File: src/hw/rtl/kscan_pkg.sv
// shared constants and types of the key scanner
package kscan_pkg;

  // default count of note keys; two octave buttons follow them
  localparam int unsigned NOTE_KEYS_DEF = 25;

  // configuration port widths
  localparam int unsigned CFG_IDX_W  = 3;
  localparam int unsigned CFG_DATA_W = 12;

  // field widths
  localparam int unsigned SAMPLE_W = 12;
  localparam int unsigned NOTE_W   = 7;
  localparam int unsigned OCT_W    = 5;
  // signed width of 12*octave + base + key before saturation
  localparam int unsigned SUM_W    = 10;

  // register reset values
  localparam logic [SAMPLE_W-1:0]     THRESH_RST = 12'd4094;
  localparam logic [NOTE_W-1:0]       VEL_RST    = 7'd127;
  localparam logic [NOTE_W-1:0]       BASE_RST   = 7'd24;
  localparam logic signed [OCT_W-1:0] OCT_UP_RST = 5'sd8;
  localparam logic signed [OCT_W-1:0] OCT_LO_RST = -5'sd2;
  localparam logic signed [OCT_W-1:0] OCT_RST    = 5'sd3;

  // highest midi note
  localparam logic [NOTE_W-1:0] NOTE_MAX = 7'd127;

  // configuration register indexes
  typedef enum logic [CFG_IDX_W-1:0] {
    CFG_THRESHOLD = 3'd0,
    CFG_VELOCITY  = 3'd1,
    CFG_BASE_NOTE = 3'd2,
    CFG_OCT_UPPER = 3'd3,
    CFG_OCT_LOWER = 3'd4
  } cfg_idx_e;

endpackage

File: src/hw/rtl/kscan_if.sv
// handshake channels of the key scanner: key samples, note events, configuration writes
interface kscan_key_if #(
  parameter int unsigned KEY_W = 5
);
  import kscan_pkg::*;
  logic                valid;
  logic                ready;
  logic [KEY_W-1:0]    key_index;
  logic [SAMPLE_W-1:0] sample;

  modport source (output valid, key_index, sample, input ready);
  modport sink   (input valid, key_index, sample, output ready);
endinterface

interface kscan_event_if;
  import kscan_pkg::*;
  logic              valid;
  logic              ready;
  logic              note_on;
  logic [NOTE_W-1:0] note_number;
  logic [NOTE_W-1:0] velocity;

  modport source (output valid, note_on, note_number, velocity, input ready);
  modport sink   (input valid, note_on, note_number, velocity, output ready);
endinterface

interface kscan_cfg_if;
  import kscan_pkg::*;
  logic                  valid;
  logic                  ready;
  logic [CFG_IDX_W-1:0]  index;
  logic [CFG_DATA_W-1:0] data;

  modport source (output valid, index, data, input ready);
  modport sink   (input valid, index, data, output ready);
endinterface

File: src/hw/rtl/kscan_note_calc.sv
// note number of a key press: 12*octave + base + key, saturated to 0..127
module kscan_note_calc import kscan_pkg::*; #(
  parameter int unsigned KEY_W = 5
) (
  input  logic signed [OCT_W-1:0] octave_i,
  input  logic [NOTE_W-1:0]       base_note_i,
  input  logic [KEY_W-1:0]        key_i,
  output logic [NOTE_W-1:0]       note_o
);

  logic signed [SUM_W-1:0] oct_ext;
  logic signed [SUM_W-1:0] oct_x12;
  logic signed [SUM_W-1:0] sum;

  // octave times twelve as two shifts
  assign oct_ext = SUM_W'(octave_i);
  assign oct_x12 = (oct_ext <<< 3) + (oct_ext <<< 2);

  assign sum = oct_x12
             + $signed({{(SUM_W-NOTE_W){1'b0}}, base_note_i})
             + $signed({{(SUM_W-KEY_W){1'b0}}, key_i});

  // clamp into the midi note range
  always_comb begin
    if (sum < 0) begin
      note_o = '0;
    end else if (sum > $signed({{(SUM_W-NOTE_W){1'b0}}, NOTE_MAX})) begin
      note_o = NOTE_MAX;
    end else begin
      note_o = sum[NOTE_W-1:0];
    end
  end

endmodule

File: src/hw/rtl/key_scan_to_midi_note_events_unit.sv
// top level: key samples in, midi note-on / note-off events out
// Takes one key sample word per clock unless the event output stalls, and gives at most one
// note event word per sample through the input register, then the event register. The
// pressed flags and the octave are updated on the clock edge at which a sample leaves the
// input register, so samples of the same key may follow back to back. The note stored at
// a press sits in a small memory that is written at the press and read at the release.
// A stalled event output holds one further sample in the input register before the input
// channel stalls. Configuration is taken in any cycle and must be written while idle.
module key_scan_to_midi_note_events_unit import kscan_pkg::*; #(
  parameter int unsigned NOTE_KEYS = NOTE_KEYS_DEF
) (
  input  logic          clk_i,
  input  logic          rst_ni,
  kscan_cfg_if.sink     cfg_i,
  kscan_key_if.sink     key_i,
  kscan_event_if.source evt_o
);

  localparam int unsigned TOTAL_KEYS = NOTE_KEYS + 2;
  localparam int unsigned KEY_W      = $clog2(TOTAL_KEYS);
  localparam int unsigned MEM_AW     = (NOTE_KEYS > 1) ? $clog2(NOTE_KEYS) : 1;
  localparam logic [KEY_W:0]   KEY_LIMIT = (KEY_W+1)'(TOTAL_KEYS);
  localparam logic [KEY_W:0]   NOTE_LIM  = (KEY_W+1)'(NOTE_KEYS);
  localparam logic [KEY_W-1:0] KEY_DOWN  = KEY_W'(NOTE_KEYS);
  localparam logic [KEY_W-1:0] KEY_UP    = KEY_W'(NOTE_KEYS + 1);

  // configuration registers
  logic [SAMPLE_W-1:0]     thresh_q;
  logic [NOTE_W-1:0]       vel_q;
  logic [NOTE_W-1:0]       base_q;
  logic signed [OCT_W-1:0] oct_up_q;
  logic signed [OCT_W-1:0] oct_lo_q;

  assign cfg_i.ready = 1'b1;

  always_ff @(posedge clk_i or negedge rst_ni) begin
    if (!rst_ni) begin
      thresh_q <= THRESH_RST;
      vel_q    <= VEL_RST;
      base_q   <= BASE_RST;
      oct_up_q <= OCT_UP_RST;
      oct_lo_q <= OCT_LO_RST;
    end else if (cfg_i.valid) begin
      case (cfg_i.index)
        CFG_THRESHOLD: thresh_q <= cfg_i.data;
        CFG_VELOCITY:  vel_q    <= cfg_i.data[NOTE_W-1:0];
        CFG_BASE_NOTE: base_q   <= cfg_i.data[NOTE_W-1:0];
        CFG_OCT_UPPER: oct_up_q <= cfg_i.data[OCT_W-1:0];
        CFG_OCT_LOWER: oct_lo_q <= cfg_i.data[OCT_W-1:0];
        default: ;
      endcase
    end
  end

  // input register
  logic                s1_valid_q;
  logic [KEY_W-1:0]    s1_key_q;
  logic [SAMPLE_W-1:0] s1_sample_q;

  // event register
  logic              s2_valid_q;
  logic              s2_on_q;
  logic [NOTE_W-1:0] s2_note_q;
  logic [NOTE_W-1:0] s2_vel_q;
  logic [NOTE_W-1:0] rd_q;

  // key state
  logic [TOTAL_KEYS-1:0]   pressed_q;
  logic signed [OCT_W-1:0] octave_q;
  logic [NOTE_W-1:0]       held_mem [NOTE_KEYS];

  logic              advance;
  logic              s1_fire;
  logic              pressed;
  logic              was;
  logic              in_range;
  logic              is_note;
  logic              edge_evt;
  logic [MEM_AW-1:0] mem_addr;
  logic [NOTE_W-1:0] press_note;

  // pipeline moves when the event register is free or being taken
  assign advance     = !s2_valid_q || evt_o.ready;
  assign s1_fire     = s1_valid_q && advance;
  assign key_i.ready = !s1_valid_q || advance;

  // per-sample decode
  assign pressed  = s1_sample_q > thresh_q;
  assign in_range = {1'b0, s1_key_q} < KEY_LIMIT;
  assign is_note  = {1'b0, s1_key_q} < NOTE_LIM;
  assign was      = in_range ? pressed_q[s1_key_q] : 1'b0;
  assign edge_evt = is_note && (pressed != was);
  assign mem_addr = s1_key_q[MEM_AW-1:0];

  kscan_note_calc #(
    .KEY_W (KEY_W)
  ) u_note_calc (
    .octave_i    (octave_q),
    .base_note_i (base_q),
    .key_i       (s1_key_q),
    .note_o      (press_note)
  );

  // input register load
  always_ff @(posedge clk_i or negedge rst_ni) begin
    if (!rst_ni) begin
      s1_valid_q <= 1'b0;
    end else if (key_i.valid && key_i.ready) begin
      s1_valid_q <= 1'b1;
    end else if (advance) begin
      s1_valid_q <= 1'b0;
    end
  end

  always_ff @(posedge clk_i) begin
    if (key_i.valid && key_i.ready) begin
      s1_key_q    <= key_i.key_index;
      s1_sample_q <= key_i.sample;
    end
  end

  // pressed flags and octave buttons
  always_ff @(posedge clk_i or negedge rst_ni) begin
    if (!rst_ni) begin
      pressed_q <= '0;
      octave_q  <= OCT_RST;
    end else if (s1_fire && in_range) begin
      pressed_q[s1_key_q] <= pressed;
      if (s1_key_q == KEY_UP && pressed && !was && octave_q < oct_up_q) begin
        octave_q <= octave_q + OCT_W'(1);
      end else if (s1_key_q == KEY_DOWN && pressed && !was && octave_q > oct_lo_q) begin
        octave_q <= octave_q - OCT_W'(1);
      end
    end
  end

  // held note memory: written on press, read for the release
  always_ff @(posedge clk_i) begin
    if (s1_fire && edge_evt && pressed) begin
      held_mem[mem_addr] <= press_note;
    end
    if (s1_fire) begin
      rd_q <= held_mem[mem_addr];
    end
  end

  // event register
  always_ff @(posedge clk_i or negedge rst_ni) begin
    if (!rst_ni) begin
      s2_valid_q <= 1'b0;
    end else if (advance) begin
      s2_valid_q <= s1_valid_q && edge_evt;
    end
  end

  always_ff @(posedge clk_i) begin
    if (s1_fire) begin
      s2_on_q   <= pressed;
      s2_note_q <= press_note;
      s2_vel_q  <= vel_q;
    end
  end

  assign evt_o.valid       = s2_valid_q;
  assign evt_o.note_on     = s2_on_q;
  assign evt_o.note_number = s2_on_q ? s2_note_q : rd_q;
  assign evt_o.velocity    = s2_vel_q;

endmodule

File: src/flat_wrapper.sv
// flat-port wrapper written by rule: the top's interface ports become plain ports
module key_scan_to_midi_note_events_unit_flat import kscan_pkg::*;
#(
  parameter int unsigned NOTE_KEYS = NOTE_KEYS_DEF
)
  (clk_i, rst_ni, cfg_i_valid, cfg_i_index, cfg_i_data, cfg_i_ready, key_i_valid, key_i_key_index, key_i_sample, key_i_ready, evt_o_valid, evt_o_note_on, evt_o_note_number, evt_o_velocity, evt_o_ready);
  kscan_cfg_if cfg_i_i ();
  kscan_key_if #(.KEY_W(($clog2((NOTE_KEYS + 2))))) key_i_i ();
  kscan_event_if evt_o_i ();
  input  logic clk_i;
  input  logic rst_ni;
  input wire logic [$bits(cfg_i_i.valid)-1:0] cfg_i_valid;
  input wire logic [$bits(cfg_i_i.index)-1:0] cfg_i_index;
  input wire logic [$bits(cfg_i_i.data)-1:0] cfg_i_data;
  output wire logic [$bits(cfg_i_i.ready)-1:0] cfg_i_ready;
  input wire logic [$bits(key_i_i.valid)-1:0] key_i_valid;
  input wire logic [$bits(key_i_i.key_index)-1:0] key_i_key_index;
  input wire logic [$bits(key_i_i.sample)-1:0] key_i_sample;
  output wire logic [$bits(key_i_i.ready)-1:0] key_i_ready;
  output wire logic [$bits(evt_o_i.valid)-1:0] evt_o_valid;
  output wire logic [$bits(evt_o_i.note_on)-1:0] evt_o_note_on;
  output wire logic [$bits(evt_o_i.note_number)-1:0] evt_o_note_number;
  output wire logic [$bits(evt_o_i.velocity)-1:0] evt_o_velocity;
  input wire logic [$bits(evt_o_i.ready)-1:0] evt_o_ready;
  assign cfg_i_i.valid = cfg_i_valid;
  assign cfg_i_i.index = cfg_i_index;
  assign cfg_i_i.data = cfg_i_data;
  assign cfg_i_ready = cfg_i_i.ready;
  assign key_i_i.valid = key_i_valid;
  assign key_i_i.key_index = key_i_key_index;
  assign key_i_i.sample = key_i_sample;
  assign key_i_ready = key_i_i.ready;
  assign evt_o_valid = evt_o_i.valid;
  assign evt_o_note_on = evt_o_i.note_on;
  assign evt_o_note_number = evt_o_i.note_number;
  assign evt_o_velocity = evt_o_i.velocity;
  assign evt_o_i.ready = evt_o_ready;
  key_scan_to_midi_note_events_unit #(.NOTE_KEYS(NOTE_KEYS)) u_core (.clk_i(clk_i), .rst_ni(rst_ni), .cfg_i(cfg_i_i), .key_i(key_i_i), .evt_o(evt_o_i));
endmodule
File: config.mk
export PLATFORM = sky130hd
export DESIGN_NAME = key_scan_to_midi_note_events_unit_flat
export DESIGN_NICKNAME = d
export VERILOG_FILES = /design/src/hw/rtl/kscan_pkg.sv /design/src/hw/rtl/kscan_if.sv /design/src/hw/rtl/kscan_note_calc.sv /design/src/hw/rtl/key_scan_to_midi_note_events_unit.sv /design/src/flat_wrapper.sv
export SDC_FILE = /design/constraint.sdc
export NUM_CORES = 1
export LEC_CHECK = 0
export BUFFER_PORTS_ARGS = -buffer_cell sky130_fd_sc_hd__clkbuf_2
export CORE_ASPECT_RATIO = 1.5
export CORE_MARGIN = 2
export CORE_UTILIZATION = 40
export DETAILED_ROUTE_END_ITERATION = 10
export GPL_ROUTABILITY_DRIVEN = 0
export PLACE_DENSITY_LB_ADDON = 0.08
export SLEW_MARGIN = 20
export SYNTH_ARGS = -nofsm -noshare
export SYNTH_HDL_FRONTEND = slang
export SYNTH_HIERARCHICAL = 1
export SYNTH_SLANG_ARGS = --single-unit
File: constraint.sdc
create_clock -name clk_i -period 4.7 [get_ports clk_i]
set_input_delay 0 -clock clk_i [delete_from_list [all_inputs] [get_ports clk_i]]
set_output_delay 0 -clock clk_i [all_outputs]
set_load 0.05 [all_outputs]
==> impl_results.md <==
- Status: complete, no violations
- Final period util: a little over 90%
- Worst-Skew Late Latency: 0.55 ns
- Hold WS: ~0.17 ns
- Yosys reg bits: roughly 280
- Largest net degree at the start of global routing: roughly 70
- PostCTS Resize Cnt: 0
- Core Util, Final: 48.04%
- N_diodes: 0
- Post-CTS Setup Bufs: 0
- Crit path largest cell delay: roughly 0.66 ns
- Measured slew at the worst slew-check pin: roughly 1 ns
- FP Rows: just under 80
- Hold crit path type: input port to flop
- Slew HR: 35.25%
- Final antenna-violating net count: 0
- CTS H-tree depth: 1
- Critical-path top delay cell: o21a_1
- Synthesized net count: 900
- Reg2reg setup slack: between 0.4 and 0.5 ns
- Async set or reset register ratio after synthesis: between 20% and 30%
- Register area share after synthesis: about 65%
- Clock Path Buffers: 3
- Fin. max-slew vios: 0
- Total track usage: between 20% and 30%
- Die width: roughly 150 microns
- Clk slew on worst S/H paths: 0.06 ns
- Core Footprint: between 0.03 and 0.04 sq mm
- Crit path arrival time: 4.49 ns
- Count of input and output buffers: between 50 and 60
- Num CTS Buffers: 29
- Fillcell total: between 2k and 3k
- Crit Reg-Reg Endpoint: u_core/held_mem[9][2]
- PwrDens: approximately 610 mW/mm^2
- Worst-case reg-to-reg path depth: 12
- Detailed-route via count: 7,452
- Hold Fails Final Rpt: 0
- Layout cells sized above 1: between 20% and 30%
- Die Y: 221.5 microns
- Critical path type: flop to flop
- Total Neg Setup Slack: 0 ns
- Die area: approximately 0.033 sq mm
- WHS Endpoint: u_core/s1_sample_q[4]
- Number of global-route vias before repair: approximately 8k
- First-pass GRT wire length: a little under 50 mm
- Post-synth design cell area: roughly 0.013 sq mm
- Io pins: between 50 and 60
- Post-synth top flop: edfxtp_1
- Ys Warns: 6
- Worst hold path startpoint: key_i_sample[4]
- Vias per Instance: about 5.4
- CP bufs+invs: 3
- Drt pass-1 iters: 5
- Final setup violation count: 0
- RSZ-0062 raised after global routing: false
- Max_cap viols: 0
- Period minus WS final: 4.254 ns
- Overflow after GRT: 0
- Synth cell types: between 60 and 70
- Reg-to-reg startpoint: u_core/octave_q[0]
- Clk sinks: 284
- Worst hold stages: 2
- CP max FO: 26
- Max IR drop VDD: 0.4408 mV
- DRC viols: 0
- Max Freq: between 0.2 and 0.25 GHz
- Total Wirelength: ~33 mm
- Cells after synthesis: between 800 and 900
- Worst setup SP type: flop
- Leakage power: 5.422 nW
- Synth-to-layout area growth: 18.19%
- Root Buffer: clkbuf_16
- Starting density of the core: 40.65%
- DR WL/cell: 23.70 microns
- Number of synthesized flops with an enable pin: roughly 210
- Worst path cell trace: inv_1 > fa_1 > inv_1 > fa_1 > inv_1 > fa_1 > nand2b_1 > a21oi_1 > nor4b_1 > a21oi_1 > and3_1 > o21a_1
- Setup crit end kind: flop
- Fin nets: approximately 1.0k
- Mean Syn Cell Area: 15.42 sq um
- Clock skew: roughly 0.016 ns
- CP top delay family: adder cells
- TritonCTS clock tree: yes
- HPWL after DPL: 21.63 mm
- Detailed Route Iter0 Violations: ~550
- Required time worst endpoint: 4.94 ns
- Initial antenna violation count: 0
sequential cells by signal, summed over array words and instances, names as in the netlist, 5 cells and up:
name	count
u_core/base_q	7
u_core/evt_o.velocity	7
u_core/held_mem	175
u_core/mem_addr	5
u_core/oct_lo_q	5
u_core/oct_up_q	5
u_core/octave_q	5
u_core/pressed_q	27
u_core/rd_q	7
u_core/s1_sample_q	12
u_core/s2_note_q	7
u_core/thresh_q	12
u_core/vel_q	7
layout by cell type (no fill, tap or decap), types with 3 or more instances in the layout:
master and n:
edfxtp_1 214, o21ai_0 55, clkbuf_2 52, inv_1 50
buf_4 49, dlygate4sd3_1 46, dfrtp_1 43, mux4_2 42
ha_1 36, mux2_2 35, nand2_1 35, clkbuf_16 29
dfstp_2 27, o31ai_1 24, nor4_1 20, nor2_1 19
mux2i_1 17, a21oi_1 16, nand3_1 13, nand2b_1 11
o21a_1 11, nor3_1 10, a22oi_1 9, fa_1 9
clkinv_1 7, xnor2_1 7, clkinv_2 5, clkbuf_1 4
o221ai_1 4, nand4_1 4, nor2b_1 4, a221oi_1 4
nor4b_1 4, or3_1 4, bufinv_16 3, and3_1 3
a21oi_2 3
Yosys cell counts, drive strengths merged (2+ instances only):
cell	count	share of area, %
or2	2	0.099
and2	2	0.099
or3	4	0.20
dfstp	27	5.6
a211oi	2	0.12
o21ba	2	0.16
mux2	37	3.4
ha	36	3.6
dfrtp	43	8.5
o221ai	4	0.28
nand2b	11	0.55
a221oi	4	0.28
nor4bb	2	0.16
nand3b	2	0.12
nand3	13	0.52
nand4	4	0.20
o22ai	3	0.20
nand2	36	1.1
a21o	2	0.12
edfxtp	214	51
xnor2	7	0.49
buf	16	0.87
nor2b	4	0.20
nor4b	5	0.35
nor4	20	0.99
a2111oi	3	0.56
a21oi	19	0.84
and3	3	0.15
mux4	42	7.5
nor2	19	0.57
clkbuf	30	0.89
o21a	11	0.65
mux2i	17	1.3
o21ai	56	2.2
nor3	10	0.40
o31ai	24	1.4
fa	9	1.4
a22oi	9	0.54
inv	51	1.5
area by class of cell:
| type | count | area, sq um | area share, % |
|---|---|---|---|
| Multi-Input combinational cell | 437 | 3996 | 26.80 |
| Timing Repair Buffer | 148 | 1094 | 7.334 |
| Inverter | 51 | 191.4 | 1.284 |
| Tap cell | 405 | 506.7 | 3.398 |
| Clock inverter | 18 | 170.2 | 1.141 |
| Clock buffer | 33 | 740.7 | 4.968 |
| Sequential cell | 284 | 8212 | 55.07 |
worst max-delay path by stage:
stage | from | endpoint | slack, ns | cells after the start
after floorplan | u_core/octave_q[0] | u_core/held_mem[0][4] | 0.96 | 13
after global placement | u_core/octave_q[0] | u_core/s2_note_q[6] | 0.60 | 12
after detailed placement | u_core/octave_q[0] | u_core/held_mem[10][2] | 0.47 | 12
after CTS | u_core/octave_q[0] | u_core/held_mem[9][2] | 0.45 | 12
after global routing | u_core/octave_q[0] | u_core/held_mem[9][2] | 0.20 | 12
final | u_core/octave_q[0] | u_core/held_mem[9][2] | 0.45 | 12
kinds of logic after synthesis:
family / synth area share (%)
compound gates: 8.093
xor+xnor: 0.5554
fa+ha+maj: 4.998
buf+inv: 3.283
flops: 65.09
mux: 12.21
other cells: 0.02972
simple gates: 5.742
per-layer routing:
metal	up-vias	track usage (%)	wire length (microns)
met1	3811	23.32	12320
li1	3420	-	-
met3	63	2.510	1187
met4	0	8.479	1365
met2	158	36.84	17740
met5	-	0	0
where the power goes:
part	internal (mW)	switching, mW
Combinational	0.834	1.82
Sequential	4.04	0.152
Clock	1.29	0.950
repair_timing:
| action | CTS | global route |
|---|---|---|
| hold buffers | 46 | 0 |
| endpoints found under the setup margin | 0 | 0 |
| hold endpoints to repair | 99 | 0 |
per-stage QoR:
step	setup slack [ns]	total power, mW	std cells	area, sq um
global route	0.2004	9.573	1376	14910
finish	0.4458	9.085	1376	14910
floorplan	0.9628	5.953	818	12620
CTS	0.4534	9.196	1376	14910
global placement	0.5974	6.761	1279	13540
detailed placement	0.4692	6.895	1279	13540
(Power assumes the default switching activity.)
